$ cat config.mk
export PLATFORM = sky130hd
export DESIGN_NAME = battery_heater_thermostat
export DESIGN_NICKNAME = d
export VERILOG_FILES = /design/src/rtl/core/bht_pkg.sv /design/src/rtl/core/battery_heater_thermostat.sv /design/src/rtl/core/bht_cfg_regs.sv /design/src/rtl/core/bht_surface_max.sv /design/src/rtl/core/bht_mode_ctrl.sv
export VERILOG_INCLUDE_DIRS = /design/src /design/src/rtl/core
export SDC_FILE = /design/constraint.sdc
export NUM_CORES = 1
export LEC_CHECK = 0
export ABC_AREA = 0
export CORE_AREA = 2 2 142 103
export CTS_CLUSTER_SIZE = 16
export DETAILED_ROUTE_END_ITERATION = 8
export DIE_AREA = 0 0 144 105
export DONT_BUFFER_PORTS = 1
export GPL_TIMING_DRIVEN = 0
export PLACE_DENSITY = 0.77
export SKIP_CTS_REPAIR_TIMING = 1
export SLEW_MARGIN = 20
export SYNTH_ARGS = -nofsm -noshare
export SYNTH_HDL_FRONTEND = slang
export SYNTH_HIERARCHICAL = 1
export SYNTH_SLANG_ARGS = --single-unit
$ cat constraint.sdc
create_clock -name clk -period 4.9 [get_ports clk]
set_clock_uncertainty 0.2 [all_clocks]
set_input_delay 0.245 -clock clk [delete_from_list [all_inputs] [get_ports clk]]
set_output_delay 0.245 -clock clk [all_outputs]
set_load 0.02 [all_outputs]
$ cat src/rtl/core/battery_heater_thermostat_macros.svh
// Assertion macros for the battery heater thermostat; they expect clk and rst_n in scope.
`ifndef BATTERY_HEATER_THERMOSTAT_MACROS_SVH
`define BATTERY_HEATER_THERMOSTAT_MACROS_SVH

// Same-cycle implication, checked out of reset.
`define BHT_ASSERT_IMPLY(lbl, ante, cons, msg) \
  lbl: assert property (@(posedge clk) disable iff (!rst_n) (ante) |-> (cons)) \
    else $error(msg);

// Next-cycle implication, checked out of reset.
`define BHT_ASSERT_NEXT(lbl, ante, cons, msg) \
  lbl: assert property (@(posedge clk) disable iff (!rst_n) (ante) |=> (cons)) \
    else $error(msg);

`endif

$ cat src/rtl/core/bht_pkg.sv
// Shared types, codes and constants of the battery heater thermostat.
package bht_pkg;

  localparam int HEATER_PRESENT_DEF  = 1;
  localparam int SURFACE_SENSORS_DEF = 3;
  localparam int SENSOR_INPUTS       = 3;

  localparam int TEMP_W    = 8;
  localparam int SOC_W     = 14;
  localparam int CMD_W     = 3;
  localparam int MODE_W    = 3;
  localparam int CFG_IDX_W = 3;
  localparam int CFG_DAT_W = 14;

  localparam logic signed [TEMP_W-1:0] SURF_FLOOR = -8'sd99;

  // Command codes
  localparam logic [CMD_W-1:0] CMD_TICK        = 3'd0;
  localparam logic [CMD_W-1:0] CMD_AUTO        = 3'd1;
  localparam logic [CMD_W-1:0] CMD_FORCE_ON    = 3'd2;
  localparam logic [CMD_W-1:0] CMD_FORCE_OFF   = 3'd3;
  localparam logic [CMD_W-1:0] CMD_REINIT      = 3'd4;

  // Mode codes
  localparam logic [MODE_W-1:0] MODE_OFF      = 3'd0;
  localparam logic [MODE_W-1:0] MODE_FORCED   = 3'd1;
  localparam logic [MODE_W-1:0] MODE_BATT     = 3'd2;
  localparam logic [MODE_W-1:0] MODE_WALL     = 3'd3;
  localparam logic [MODE_W-1:0] MODE_ERROR    = 3'd4;
  localparam logic [MODE_W-1:0] MODE_DISABLED = 3'd5;

  // Register indexes
  localparam logic [CFG_IDX_W-1:0] REG_CELL_ON_WALL  = 3'd0;
  localparam logic [CFG_IDX_W-1:0] REG_CELL_OFF_WALL = 3'd1;
  localparam logic [CFG_IDX_W-1:0] REG_CELL_ON_BATT  = 3'd2;
  localparam logic [CFG_IDX_W-1:0] REG_CELL_OFF_BATT = 3'd3;
  localparam logic [CFG_IDX_W-1:0] REG_SOC_MIN       = 3'd4;
  localparam logic [CFG_IDX_W-1:0] REG_SURF_ON       = 3'd5;
  localparam logic [CFG_IDX_W-1:0] REG_SURF_OFF      = 3'd6;
  localparam logic [CFG_IDX_W-1:0] REG_SURF_CRIT     = 3'd7;

  typedef struct packed {
    logic [CMD_W-1:0]         cmd;
    logic signed [TEMP_W-1:0] min_cell_temp;
    logic signed [TEMP_W-1:0] surface_temp_a;
    logic signed [TEMP_W-1:0] surface_temp_b;
    logic signed [TEMP_W-1:0] surface_temp_c;
    logic                     wall_power;
    logic [SOC_W-1:0]         charge_level;
  } bht_in_t;

  typedef struct packed {
    logic                     heater_on;
    logic [MODE_W-1:0]        heater_mode;
    logic                     overheat_trip;
    logic signed [TEMP_W-1:0] surface_max;
  } bht_out_t;

  typedef struct packed {
    logic signed [TEMP_W-1:0] cell_on_temp_wall;
    logic signed [TEMP_W-1:0] cell_off_temp_wall;
    logic signed [TEMP_W-1:0] cell_on_temp_battery;
    logic signed [TEMP_W-1:0] cell_off_temp_battery;
    logic [SOC_W-1:0]         soc_min_for_heat;
    logic signed [TEMP_W-1:0] surface_on_temp;
    logic signed [TEMP_W-1:0] surface_off_temp;
    logic signed [TEMP_W-1:0] surface_critical_temp;
  } bht_cfg_t;

endpackage

$ cat src/rtl/core/battery_heater_thermostat.sv
// Top level of the battery heater thermostat: input and result registers around the control.
//
// Usage: each input word on in_word is one sensor sample with an optional manual
// command; every accepted word yields exactly one result word on out_word, in order.
// A word is taken when in_valid is high and in_stall low; a result is taken when
// out_valid is high and out_stall low. Configuration writes on cfg_valid/cfg_ready
// (always ready) select a register by cfg_index and load cfg_data; the surface and
// cell thresholds use the low eight bits. Write configuration only while idle.
// An accepted word passes the input register, then the mode update and result
// register, before out_valid rises for its result. Throughput is one word per cycle
// while out_stall is low; the mode, drive and override state are updated as each
// word leaves the input register. While out_stall is high a valid result holds,
// the input register fills and then in_stall rises; no word is dropped. Reset
// (rst_n low, synchronous) empties both registers, loads the register defaults and
// puts the mode to off (disabled when no heater is fitted) with the drive and the
// manual override cleared.
`include "battery_heater_thermostat_macros.svh"

module battery_heater_thermostat #(
  parameter int HEATER_PRESENT  = bht_pkg::HEATER_PRESENT_DEF,
  parameter int SURFACE_SENSORS = bht_pkg::SURFACE_SENSORS_DEF
) (
  input  logic                          clk,
  input  logic                          rst_n,
  input  logic                          in_valid,
  output logic                          in_stall,
  input  bht_pkg::bht_in_t              in_word,
  output logic                          out_valid,
  input  logic                          out_stall,
  output bht_pkg::bht_out_t             out_word,
  input  logic                          cfg_valid,
  output logic                          cfg_ready,
  input  logic [bht_pkg::CFG_IDX_W-1:0] cfg_index,
  input  logic [bht_pkg::CFG_DAT_W-1:0] cfg_data
);

  bht_pkg::bht_cfg_t cfg;
  bht_pkg::bht_in_t  s1_word_r;
  logic              s1_valid_r, s1_valid_nxt;
  logic              out_valid_r, out_valid_nxt;
  bht_pkg::bht_out_t out_word_r;
  bht_pkg::bht_out_t result;
  logic              advance;
  logic signed [bht_pkg::TEMP_W-1:0] smax;

  bht_cfg_regs u_cfg (
    .clk       (clk),
    .rst_n     (rst_n),
    .cfg_valid (cfg_valid),
    .cfg_ready (cfg_ready),
    .cfg_index (cfg_index),
    .cfg_data  (cfg_data),
    .cfg       (cfg)
  );

  bht_surface_max #(
    .SURFACE_SENSORS (SURFACE_SENSORS)
  ) u_smax (
    .temp_a      (s1_word_r.surface_temp_a),
    .temp_b      (s1_word_r.surface_temp_b),
    .temp_c      (s1_word_r.surface_temp_c),
    .surface_max (smax)
  );

  bht_mode_ctrl #(
    .HEATER_PRESENT (HEATER_PRESENT)
  ) u_ctrl (
    .clk      (clk),
    .rst_n    (rst_n),
    .advance  (advance),
    .word_in  (s1_word_r),
    .smax     (smax),
    .cfg      (cfg),
    .word_out (result)
  );

  // The word in the input register moves on when the result register is free or emptying.
  assign advance  = s1_valid_r && (!out_valid_r || !out_stall);
  assign in_stall = s1_valid_r && !advance;

  assign s1_valid_nxt  = in_stall ? s1_valid_r : in_valid;
  assign out_valid_nxt = advance ? 1'b1 : (out_valid_r && out_stall);

  always_ff @(posedge clk) begin
    if (!rst_n) begin
      s1_valid_r  <= 1'b0;
      out_valid_r <= 1'b0;
    end else begin
      s1_valid_r  <= s1_valid_nxt;
      out_valid_r <= out_valid_nxt;
    end
  end

  always_ff @(posedge clk) begin
    if (!in_stall) begin
      s1_word_r <= in_word;
    end
    if (advance) begin
      out_word_r <= result;
    end
  end

  assign out_valid = out_valid_r;
  assign out_word  = out_word_r;

  `BHT_ASSERT_IMPLY(a_trip_is_error, out_valid_r && out_word_r.overheat_trip, !out_word_r.heater_on && out_word_r.heater_mode == bht_pkg::MODE_ERROR, "trip without error mode and cut drive")
  `BHT_ASSERT_IMPLY(a_floor_held, out_valid_r, out_word_r.surface_max >= bht_pkg::SURF_FLOOR, "surface maximum below floor")
  `BHT_ASSERT_IMPLY(a_no_heater_no_drive, out_valid_r && HEATER_PRESENT == 0, !out_word_r.heater_on, "drive without a heater")
  `BHT_ASSERT_NEXT(a_accept_loads, in_valid && !in_stall, s1_valid_r, "accepted word not held in input register")

endmodule

$ cat src/rtl/core/bht_cfg_regs.sv
// Configuration register bank of the battery heater thermostat.
module bht_cfg_regs (
  input  logic                           clk,
  input  logic                           rst_n,
  input  logic                           cfg_valid,
  output logic                           cfg_ready,
  input  logic [bht_pkg::CFG_IDX_W-1:0]  cfg_index,
  input  logic [bht_pkg::CFG_DAT_W-1:0]  cfg_data,
  output bht_pkg::bht_cfg_t              cfg
);

  bht_pkg::bht_cfg_t cfg_r;
  bht_pkg::bht_cfg_t cfg_nxt;
  logic signed [bht_pkg::TEMP_W-1:0] byte_val;

  assign cfg_ready = 1'b1;
  assign byte_val  = cfg_data[bht_pkg::TEMP_W-1:0];

  always_comb begin
    cfg_nxt = cfg_r;
    if (cfg_valid) begin
      unique case (cfg_index)
        bht_pkg::REG_CELL_ON_WALL:  cfg_nxt.cell_on_temp_wall     = byte_val;
        bht_pkg::REG_CELL_OFF_WALL: cfg_nxt.cell_off_temp_wall    = byte_val;
        bht_pkg::REG_CELL_ON_BATT:  cfg_nxt.cell_on_temp_battery  = byte_val;
        bht_pkg::REG_CELL_OFF_BATT: cfg_nxt.cell_off_temp_battery = byte_val;
        bht_pkg::REG_SOC_MIN:       cfg_nxt.soc_min_for_heat      = cfg_data;
        bht_pkg::REG_SURF_ON:       cfg_nxt.surface_on_temp       = byte_val;
        bht_pkg::REG_SURF_OFF:      cfg_nxt.surface_off_temp      = byte_val;
        bht_pkg::REG_SURF_CRIT:     cfg_nxt.surface_critical_temp = byte_val;
        default:                    cfg_nxt = cfg_r;
      endcase
    end
  end

  always_ff @(posedge clk) begin
    if (!rst_n) begin
      cfg_r.cell_on_temp_wall     <= 8'sd0;
      cfg_r.cell_off_temp_wall    <= 8'sd5;
      cfg_r.cell_on_temp_battery  <= -8'sd5;
      cfg_r.cell_off_temp_battery <= 8'sd0;
      cfg_r.soc_min_for_heat      <= 14'd5000;
      cfg_r.surface_on_temp       <= 8'sd40;
      cfg_r.surface_off_temp      <= 8'sd50;
      cfg_r.surface_critical_temp <= 8'sd70;
    end else begin
      cfg_r <= cfg_nxt;
    end
  end

  assign cfg = cfg_r;

endmodule

$ cat src/rtl/core/bht_surface_max.sv
// Largest heater surface reading over the fitted sensors, floored at -99.
module bht_surface_max #(
  parameter int SURFACE_SENSORS = bht_pkg::SURFACE_SENSORS_DEF
) (
  input  logic signed [bht_pkg::TEMP_W-1:0] temp_a,
  input  logic signed [bht_pkg::TEMP_W-1:0] temp_b,
  input  logic signed [bht_pkg::TEMP_W-1:0] temp_c,
  output logic signed [bht_pkg::TEMP_W-1:0] surface_max
);

  // Only the wired sensor inputs can be fitted, and at least one always is.
  localparam int NSENS = (SURFACE_SENSORS > bht_pkg::SENSOR_INPUTS) ? bht_pkg::SENSOR_INPUTS :
                         (SURFACE_SENSORS < 1) ? 1 : SURFACE_SENSORS;

  logic signed [bht_pkg::TEMP_W-1:0] temps [bht_pkg::SENSOR_INPUTS];

  assign temps[0] = temp_a;
  assign temps[1] = temp_b;
  assign temps[2] = temp_c;

  always_comb begin
    surface_max = bht_pkg::SURF_FLOOR;
    for (int i = 0; i < bht_pkg::SENSOR_INPUTS; i++) begin
      if (i < NSENS && temps[i] > surface_max) begin
        surface_max = temps[i];
      end
    end
  end

endmodule

$ cat src/rtl/core/bht_mode_ctrl.sv
// Safety check, command handling, mode machine and drive hysteresis.
module bht_mode_ctrl #(
  parameter int HEATER_PRESENT = bht_pkg::HEATER_PRESENT_DEF
) (
  input  logic                              clk,
  input  logic                              rst_n,
  input  logic                              advance,
  input  bht_pkg::bht_in_t                  word_in,
  input  logic signed [bht_pkg::TEMP_W-1:0] smax,
  input  bht_pkg::bht_cfg_t                 cfg,
  output bht_pkg::bht_out_t                 word_out
);

  localparam logic HEAT = (HEATER_PRESENT != 0);
  localparam logic [bht_pkg::MODE_W-1:0] MODE_IDLE = HEAT ? bht_pkg::MODE_OFF
                                                          : bht_pkg::MODE_DISABLED;

  logic [bht_pkg::MODE_W-1:0] mode_r, mode_nxt;
  logic                       drive_r, drive_nxt;
  logic                       manual_r, manual_nxt;
  logic                       trip;

  logic signed [bht_pkg::TEMP_W-1:0] cell_temp;
  logic [bht_pkg::SOC_W-1:0]         soc;
  logic                              wall;
  logic                              hyst_on;
  logic                              hyst_off;

  assign cell_temp = word_in.min_cell_temp;
  assign soc       = word_in.charge_level;
  assign wall      = word_in.wall_power;

  assign hyst_on  = HEAT && (smax < cfg.surface_on_temp);
  assign hyst_off = HEAT && (smax >= cfg.surface_off_temp);

  always_comb begin
    logic reinit;
    reinit     = 1'b0;
    mode_nxt   = mode_r;
    drive_nxt  = drive_r;
    manual_nxt = manual_r;
    trip       = 1'b0;

    // The command acts before the sample is evaluated.
    unique case (word_in.cmd)
      bht_pkg::CMD_AUTO: begin
        manual_nxt = 1'b0;
        mode_nxt   = bht_pkg::MODE_OFF;
      end
      bht_pkg::CMD_FORCE_ON: begin
        manual_nxt = 1'b1;
        mode_nxt   = bht_pkg::MODE_FORCED;
      end
      bht_pkg::CMD_FORCE_OFF: begin
        manual_nxt = 1'b1;
        mode_nxt   = bht_pkg::MODE_OFF;
      end
      bht_pkg::CMD_REINIT: reinit = 1'b1;
      default: ;
    endcase

    if (HEAT) begin
      if (smax >= cfg.surface_off_temp) begin
        drive_nxt = 1'b0;
      end
      if (smax > cfg.surface_critical_temp) begin
        drive_nxt = 1'b0;
        mode_nxt  = bht_pkg::MODE_ERROR;
        trip      = 1'b1;
      end
    end

    // A trip on the same sample outranks reinitialisation.
    if (reinit && !trip) begin
      mode_nxt  = MODE_IDLE;
      drive_nxt = 1'b0;
    end

    unique case (mode_nxt)
      bht_pkg::MODE_OFF: begin
        drive_nxt = 1'b0;
        if (!manual_nxt && cell_temp < cfg.cell_off_temp_wall) begin
          if (wall) begin
            if (cell_temp <= cfg.cell_on_temp_wall) begin
              mode_nxt = bht_pkg::MODE_WALL;
            end
          end else if (cell_temp <= cfg.cell_on_temp_battery &&
                       soc > cfg.soc_min_for_heat) begin
            mode_nxt = bht_pkg::MODE_BATT;
          end
        end
      end
      bht_pkg::MODE_FORCED: begin
        if (manual_nxt) begin
          if (hyst_on) drive_nxt = 1'b1;
          else if (hyst_off) drive_nxt = 1'b0;
        end else begin
          mode_nxt = bht_pkg::MODE_OFF;
        end
      end
      bht_pkg::MODE_BATT: begin
        if (!wall && cell_temp <= cfg.cell_off_temp_battery &&
            soc > cfg.soc_min_for_heat) begin
          if (hyst_on) drive_nxt = 1'b1;
          else if (hyst_off) drive_nxt = 1'b0;
        end else begin
          mode_nxt = bht_pkg::MODE_OFF;
        end
      end
      bht_pkg::MODE_WALL: begin
        if (wall && cell_temp <= cfg.cell_off_temp_wall) begin
          if (hyst_on) drive_nxt = 1'b1;
          else if (hyst_off) drive_nxt = 1'b0;
        end else begin
          mode_nxt = bht_pkg::MODE_OFF;
        end
      end
      bht_pkg::MODE_ERROR: drive_nxt = 1'b0;
      default: ;
    endcase

    // Without a heater nothing ever drives.
    if (!HEAT) begin
      drive_nxt = 1'b0;
    end
  end

  always_ff @(posedge clk) begin
    if (!rst_n) begin
      mode_r   <= MODE_IDLE;
      drive_r  <= 1'b0;
      manual_r <= 1'b0;
    end else if (advance) begin
      mode_r   <= mode_nxt;
      drive_r  <= drive_nxt;
      manual_r <= manual_nxt;
    end
  end

  assign word_out.heater_on     = drive_nxt;
  assign word_out.heater_mode   = mode_nxt;
  assign word_out.overheat_trip = trip;
  assign word_out.surface_max   = smax;

endmodule

* Yosys cells after proc, flatten, opt, wreduce, memory -nomap -nowiden
Cells that the tools add are included.
** Operators by class
- Add/sub/neg operators :: 0
- Bitwise operators :: 0
- Shift operators :: 0
- Multiply operators :: 0
- Magnitude comparators :: 12
- Divide/modulo/power cells :: 0
- Eq/ne operators :: 15
- Reductions and logical operators :: 29
- Multiplexer cells :: 27
** Operators by type and width (count)
- $le 8x8->1 :: 4
- $mux 3 :: 9
- $gt 8x8->1 :: 3
- $mux 8 :: 3
- $eq 3x2->1 const B :: 6
- $eq 3x3->1 const B :: 6
- $lt 8x8->1 :: 2
- $reduce_and 2->1 :: 8
- $gt 14x14->1 :: 1
- $pmux 3 s4 :: 1
- $mux 1 :: 11
- $eq 3x1->1 const B :: 3
- $logic_and 1x1->1 :: 9
- $ge 8x8->1 :: 1
- $gt 8x8->1 const B :: 1
- $logic_not 1->1 :: 6
- $logic_not 3->1 :: 2
- $pmux 3 s2 :: 1
- $reduce_or 2->1 :: 3
- $pmux 1 s4 :: 1
- $pmux 1 s2 :: 1
- $logic_or 1x1->1 :: 1
** Storage, ports and cells
- Logic and storage cells :: 107
- Output and inout bits :: 16
- Memories :: 0
- Bits in latches :: 0
- Bits in writable memories :: 0
- Bits in registers :: 140
- Bits in read-only memories :: 0
- Input bits :: 72

* Longest topological paths before layout
- Depth after elaboration :: 15
- Mapped depth :: 26
- Depth with buffers taken out :: 24

* Cells and area by module
Netlist, hierarchy kept.
** By module, submodules not included
- bht_cfg_regs :: cells an instance 266, area an instance 2753.9 um2, sequential area each 1401.3 um2, instances 1
- bht_mode_ctrl :: cells an instance 314, area an instance 2289.7 um2, sequential area each 100.1 um2, instances 1
- battery_heater_thermostat :: cells an instance 71, area an instance 1971.9 um2, sequential area each 1931.9 um2, instances 1
- bht_surface_max :: cells an instance 107, area an instance 792.0 um2, sequential area each 0.0 um2, instances 1

* Worst setup path before layout
Ideal clock, no wire load.
- Kind :: reg2reg
- Start point :: reg s1_word_r[37] in the netlist's numbering
- End point :: reg out_word_r (netlist bit out_word[12]), data pin
- Path buffers :: 2
- Period minus slack after synthesis :: 5.381 ns
- Required time :: 4.575 ns
- Path slack :: -0.481 ns
- Stages on the path, launching flop included :: 23
- Arrival time :: 5.056 ns
- Library setup time :: 0.125 ns
- Cells stage by stage :: edfxtp_1 nor3b_4 nor2_1 ha_1 a21o_1 a2111oi_4 o2111a_1 buf_4 nor4_1 or2_2 ha_1 and3_1 a21oi_1 a211oi_1 nor2_1 a31oi_1 ha_1 nand2b_1 a2111oi_0 o311ai_0 o311ai_2 and2_1 buf_4
** On the way
- Cells in the longest elaborated chain, start to end :: 15
- Elaborated cells between the ends (all ways) :: 29
- Classes of those cells :: order compare (6); eq/ne (4); mux (15); reduce/logical (4)
** Ends and longest elaborated chain
- start: declaration :: RTL line battery_heater_thermostat.sv:38 : bht_pkg::bht_in_t s1_word_r;
- start signal: assignment :: RTL line battery_heater_thermostat.sv:96 : s1_word_r <= in_word;
- $gt 8x8->1 :: RTL line bht_surface_max.sv:24 : if (i < NSENS && temps[i] > surface_max) begin
- $mux 8 * :: RTL line bht_surface_max.sv:24
- $gt 8x8->1 :: RTL line bht_surface_max.sv:24
- $mux 8 * :: RTL line bht_surface_max.sv:24
- $gt 8x8->1 :: RTL line bht_surface_max.sv:24
- $mux 8 * :: RTL line bht_surface_max.sv:24
- named net smax, one bit :: RTL line battery_heater_thermostat.sv:44 : logic signed [bht_pkg::TEMP_W-1:0] smax;
- $gt 8x8->1 :: RTL line bht_mode_ctrl.sv:66 : if (smax > cfg.surface_critical_temp) begin
- $mux 1 :: RTL line bht_mode_ctrl.sv:66
- $logic_not 1->1 :: RTL line bht_mode_ctrl.sv:74 : if (reinit && !trip) begin
- $logic_and 1x1->1 :: RTL line bht_mode_ctrl.sv:74
- $mux 1 :: RTL line bht_mode_ctrl.sv:74
- $mux 1 :: RTL line bht_mode_ctrl.sv:96, bht_mode_ctrl.sv:105, bht_mode_ctrl.sv:113
- $mux 1 :: RTL line bht_mode_ctrl.sv:95 : if (hyst_on) drive_nxt = 1'b1;
- $mux 1 (on tied branches) :: RTL line bht_mode_ctrl.sv:111, bht_mode_ctrl.sv:94, bht_mode_ctrl.sv:102
- $pmux 1 s4 * :: RTL line bht_mode_ctrl.sv:79 : unique case (mode_nxt)
- named net u_ctrl.drive_nxt :: RTL line bht_mode_ctrl.sv:19 : logic drive_r, drive_nxt;
- end signal: assignment :: RTL line battery_heater_thermostat.sv:99 : out_word_r <= result;
- end: declaration :: RTL line battery_heater_thermostat.sv:41 : bht_pkg::bht_out_t out_word_r;
Mark *: on every way through the listed nets, which the timed path passes. The rest lies on a longest branch.
A chain may end at the register's enable or synchronous reset.

* Final worst setup path
- Start point :: reg s1_word_r[37] in the netlist's numbering
- End point :: reg u_ctrl.drive_r
** On the way
- Cells in the longest elaborated chain, start to end :: 15
- Elaborated cells between the ends (all ways) :: 29
- Classes of those cells :: order compare (6); eq/ne (4); mux (15); reduce/logical (4)
** Ends and longest elaborated chain
- $gt 8x8->1 :: RTL line bht_surface_max.sv:24
- $mux 8 * :: RTL line bht_surface_max.sv:24
- $gt 8x8->1 :: RTL line bht_surface_max.sv:24
- $mux 8 * :: RTL line bht_surface_max.sv:24
- $gt 8x8->1 :: RTL line bht_surface_max.sv:24
- $mux 8 * :: RTL line bht_surface_max.sv:24
- named net smax, one bit :: RTL line battery_heater_thermostat.sv:44
- $gt 8x8->1 :: RTL line bht_mode_ctrl.sv:66
- $mux 1 :: RTL line bht_mode_ctrl.sv:66
- $logic_not 1->1 :: RTL line bht_mode_ctrl.sv:74
- $logic_and 1x1->1 :: RTL line bht_mode_ctrl.sv:74
- $mux 1 :: RTL line bht_mode_ctrl.sv:74
- $mux 1 :: RTL line bht_mode_ctrl.sv:96, bht_mode_ctrl.sv:105, bht_mode_ctrl.sv:113
- $mux 1 :: RTL line bht_mode_ctrl.sv:95
- $mux 1 (on tied branches) :: RTL line bht_mode_ctrl.sv:111, bht_mode_ctrl.sv:94, bht_mode_ctrl.sv:102
- $pmux 1 s4 * :: RTL line bht_mode_ctrl.sv:79
- end signal: assignment :: RTL line bht_mode_ctrl.sv:135 : drive_r <= drive_nxt;
- end: declaration :: RTL line bht_mode_ctrl.sv:19
Marked as above.

==> flow_summary.json <==
{
  "io_pins": 88,
  "startpoint_type": "flop",
  "std_cell_rows": 36,
  "ys_top_cells_by_area": "edfxtp_1, dfxtp_1, ha_1",
  "core_area_um2": 13600,
  "die_area_um2": 15100,
  "nets": 1038,
  "hp-class": "in -> reg",
  "gp_congestion": 0.927,
  "yosysTopAreaCell": "edfxtp_1",
  "htreeDepth": 4,
  "synth.net_count": 914,
  "setup_viol": 9,
  "tightest_slew_ns": 0.778,
  "syn_area_per_cell_um2": 10.3,
  "min_period_ns": 5.94,
  "ir_worst_vdd_mv": 0.285,
  "die_h_um": 105,
  "multi_input_area_um2": 4450,
  "setup-tns-final_ns": -7.55,
  "numCtsBuffers": 17,
  "port_buffers": 0,
  "r2r-end": "u_ctrl/drive_r$_SDFFE_PN0P_",
  "drt_first_pass_iters": 5,
  "violations": "setup timing",
  "clock_sinks": 140,
  "syn_inst": 758,
  "grt_pass1_wl_um": 28200,
  "r2r-start": "s1_word_r[37]$_DFFE_PN_",
  "cts-root-buf": "clkbuf_16",
  "drt_iter0_drc": 406,
  "synth_enable_flop_cells": 63,
  "max-slew-margin-rel_pct": 48.2,
  "grt_usage_pct": 24.7,
  "holdPathStages": 2,
  "critical_path_buf_inv_count": 4,
  "finalHoldViolations": 0,
  "rsz0062_at_grt": "true",
  "cap_violations": 0,
  "via_per_inst": 5.80,
  "register_area_um2": 3430,
  "max_freq_mhz": 168,
  "finalCritPeriodShare_pct": 121,
  "clk_path_buf_depth": 2,
  "start_util_pct": 57.2,
  "critical_path_class": "reg -> reg",
  "clk_latency_ns": 0.42,
  "slowest_stage": "a211o_4",
  "ys_types": 68,
  "hold_end": "u_cfg/cfg[40]$_SDFFE_PN0P_",
  "grt_max_degree": 52,
  "r2r_setup_slack_ns": -1.04,
  "remaining_drc_errors": 0,
  "synth_top_cell_area_share_pct": 24.2,
  "cts_tree": "done",
  "grt_pass1_vias": 5501,
  "wl_per_cell_um": 19.9,
  "cp_data_required_time_ns": 5.06,
  "drive_gt1_share_pct": 20.2,
  "status": "finished with violations",
  "antenna_left": 0,
  "r2r_cells": 25,
  "total_power_mw": 3.77,
  "power_density_nw_per_um2": 365,
  "leakagePower_nw": 4.30,
  "finish.utilization_pct": 75.7,
  "synth-seq-area-share_pct": 44.0,
  "antennaDiodeCount": 0,
  "path_delay_family": "compound AO/OA/AOI/OAI gates",
  "grt_antenna_before_repair": 0,
  "crit_fanout": 6,
  "clkTransAtPathRegs_ns": 0.06,
  "routed_wl_um": 21600,
  "chipWidth_um": 144,
  "cpPeakStageDelay_ns": 0.45,
  "fin_ws_ns": -1.04,
  "final-max-slew-violation-count": 0,
  "async_flop_share_pct": 0,
  "synth_area_um2": 7810,
  "yosys_warnings": 6,
  "vias": 6290,
  "fill_cells": 850,
  "synthFlopType": "dfxtp_1",
  "arrival_ns": 6.09,
  "end_kind": "flop",
  "min_from": "cfg_data[2]",
  "hpwl_um": 13500,
  "ys_ff_latch": 140,
  "overflow": 0,
  "area_growth_pct": 32.3
}
per-stage QoR:
step / instances / hold WS (ns) / worst slack [ns] / instance area, um2
floorplan: 758 / 0.144 / -0.225 / 7980
global placement: 948 / 0.144 / -1.14 / 8220
detailed placement: 949 / 0.144 / -1.21 / 8240
CTS: 981 / -0.297 / -1.25 / 8870
global route: 1085 / 0.0241 / -1.15 / 10300
finish: 1085 / 0.0157 / -1.04 / 10300
synth_stat cells (9+ instances only):
library cell  instances
o21ai_0              13
dfxtp_1              77
ha_1                 84
buf_4                13
edfxtp_1             63
nor2_1               19
inv_1                88
nand4_1              15
a21oi_1              21
nand2_1              77
buf_2                12
a31oi_1              11
nand3_1              13
clkbuf_1              9
nor2b_1              44
mux2i_1              70
o31ai_1              11
layout by cell type (no fill, tap or decap), types with 6 or more instances in the layout:
cell type,instances
a21o_1,7
a21oi_1,18
a31oi_4,6
and2_1,6
buf_2,11
buf_4,42
buf_6,10
clkbuf_1,10
clkbuf_16,22
dfxtp_1,77
dlygate4sd3_1,67
edfxtp_1,63
ha_1,72
ha_4,11
inv_1,86
mux2i_1,70
nand2_1,74
nand2b_1,6
nand3_1,12
nand4_1,15
nor2_1,15
nor2b_1,43
o21ai_0,8
o31ai_4,6
worst register-to-register path: cells and delay by family (launching register included):
kind / cells / cell delay, ns
AOI/OAI and AO/OA: 12 / 2.88
and+or+nand+nor: 6 / 1.03
adders and majority gates: 3 / 0.70
buffers and inverters: 4 / 0.63
DFF: 1 / 0.44
routing by layer:
layer	GRT usage [%]	up-vias	part of all wire, %
met3	6.55	40	7.6
met4	9.10	0	1.7
li1	-	2947	-
met2	36.7	263	48
met1	34.5	3040	43
met5	0	-	0
kinds of logic (layout without fill, tap and decap cells):
| group | after synthesis | in the layout | share of synthesized area (%) |
|---|---|---|---|
| adders and majority gates | 84 | 84 | 13.5 |
| buffers and inverters | 126 | 263 | 7.16 |
| and+or+nand+nor | 216 | 216 | 15.0 |
| xor gates and xnor gates | 1 | 1 | 0.112 |
| muxes | 70 | 70 | 8.97 |
| DFF | 140 | 140 | 44.0 |
| other | 1 | 1 | 0.0480 |
| AOI/OAI and AO/OA | 120 | 120 | 11.3 |
power by group:
group          leakage [nW]  switching [mW]  internal (mW)
sequential             1.27          0.0589           1.29
clock                 0.310           0.526          0.820
combinational          2.72           0.549          0.524
state kept, by name, indices dropped and copies added (netlist names):
signal	count
out_word	13
out_valid	1
u_ctrl/drive_r	1
u_ctrl/manual_r	1
u_ctrl/mode_r	3
s1_word_r	50
s1_valid_r	1
u_cfg/cfg	70
cell type report:
cell class | count | area share [%]
well taps | 190 | 2.30
clock inverters | 8 | 0.605
plain buffers | 36 | 2.20
multi-input cells | 492 | 43.1
inverters | 89 | 3.23
clock buffers | 24 | 5.50
flip-flops and latches | 140 | 33.2
repair buffers | 106 | 9.87
worst max path at each step:
stage,startpoint,end,slack (ns),depth (start not counted)
floorplan,s1_word_r[36]$_DFFE_PN_,out_word[12]$_DFFE_PP_,-0.23,23
global placement,s1_word_r[36]$_DFFE_PN_,out_word[12]$_DFFE_PP_,-1.14,23
detailed placement,s1_word_r[38]$_DFFE_PN_,out_word[12]$_DFFE_PP_,-1.21,24
CTS,s1_word_r[38]$_DFFE_PN_,out_word[12]$_DFFE_PP_,-1.25,24
global route,s1_word_r[38]$_DFFE_PN_,u_ctrl/drive_r$_SDFFE_PN0P_,-1.15,26
finish,s1_word_r[37]$_DFFE_PN_,u_ctrl/drive_r$_SDFFE_PN0P_,-1.04,25
(Power assumes the default switching activity.)
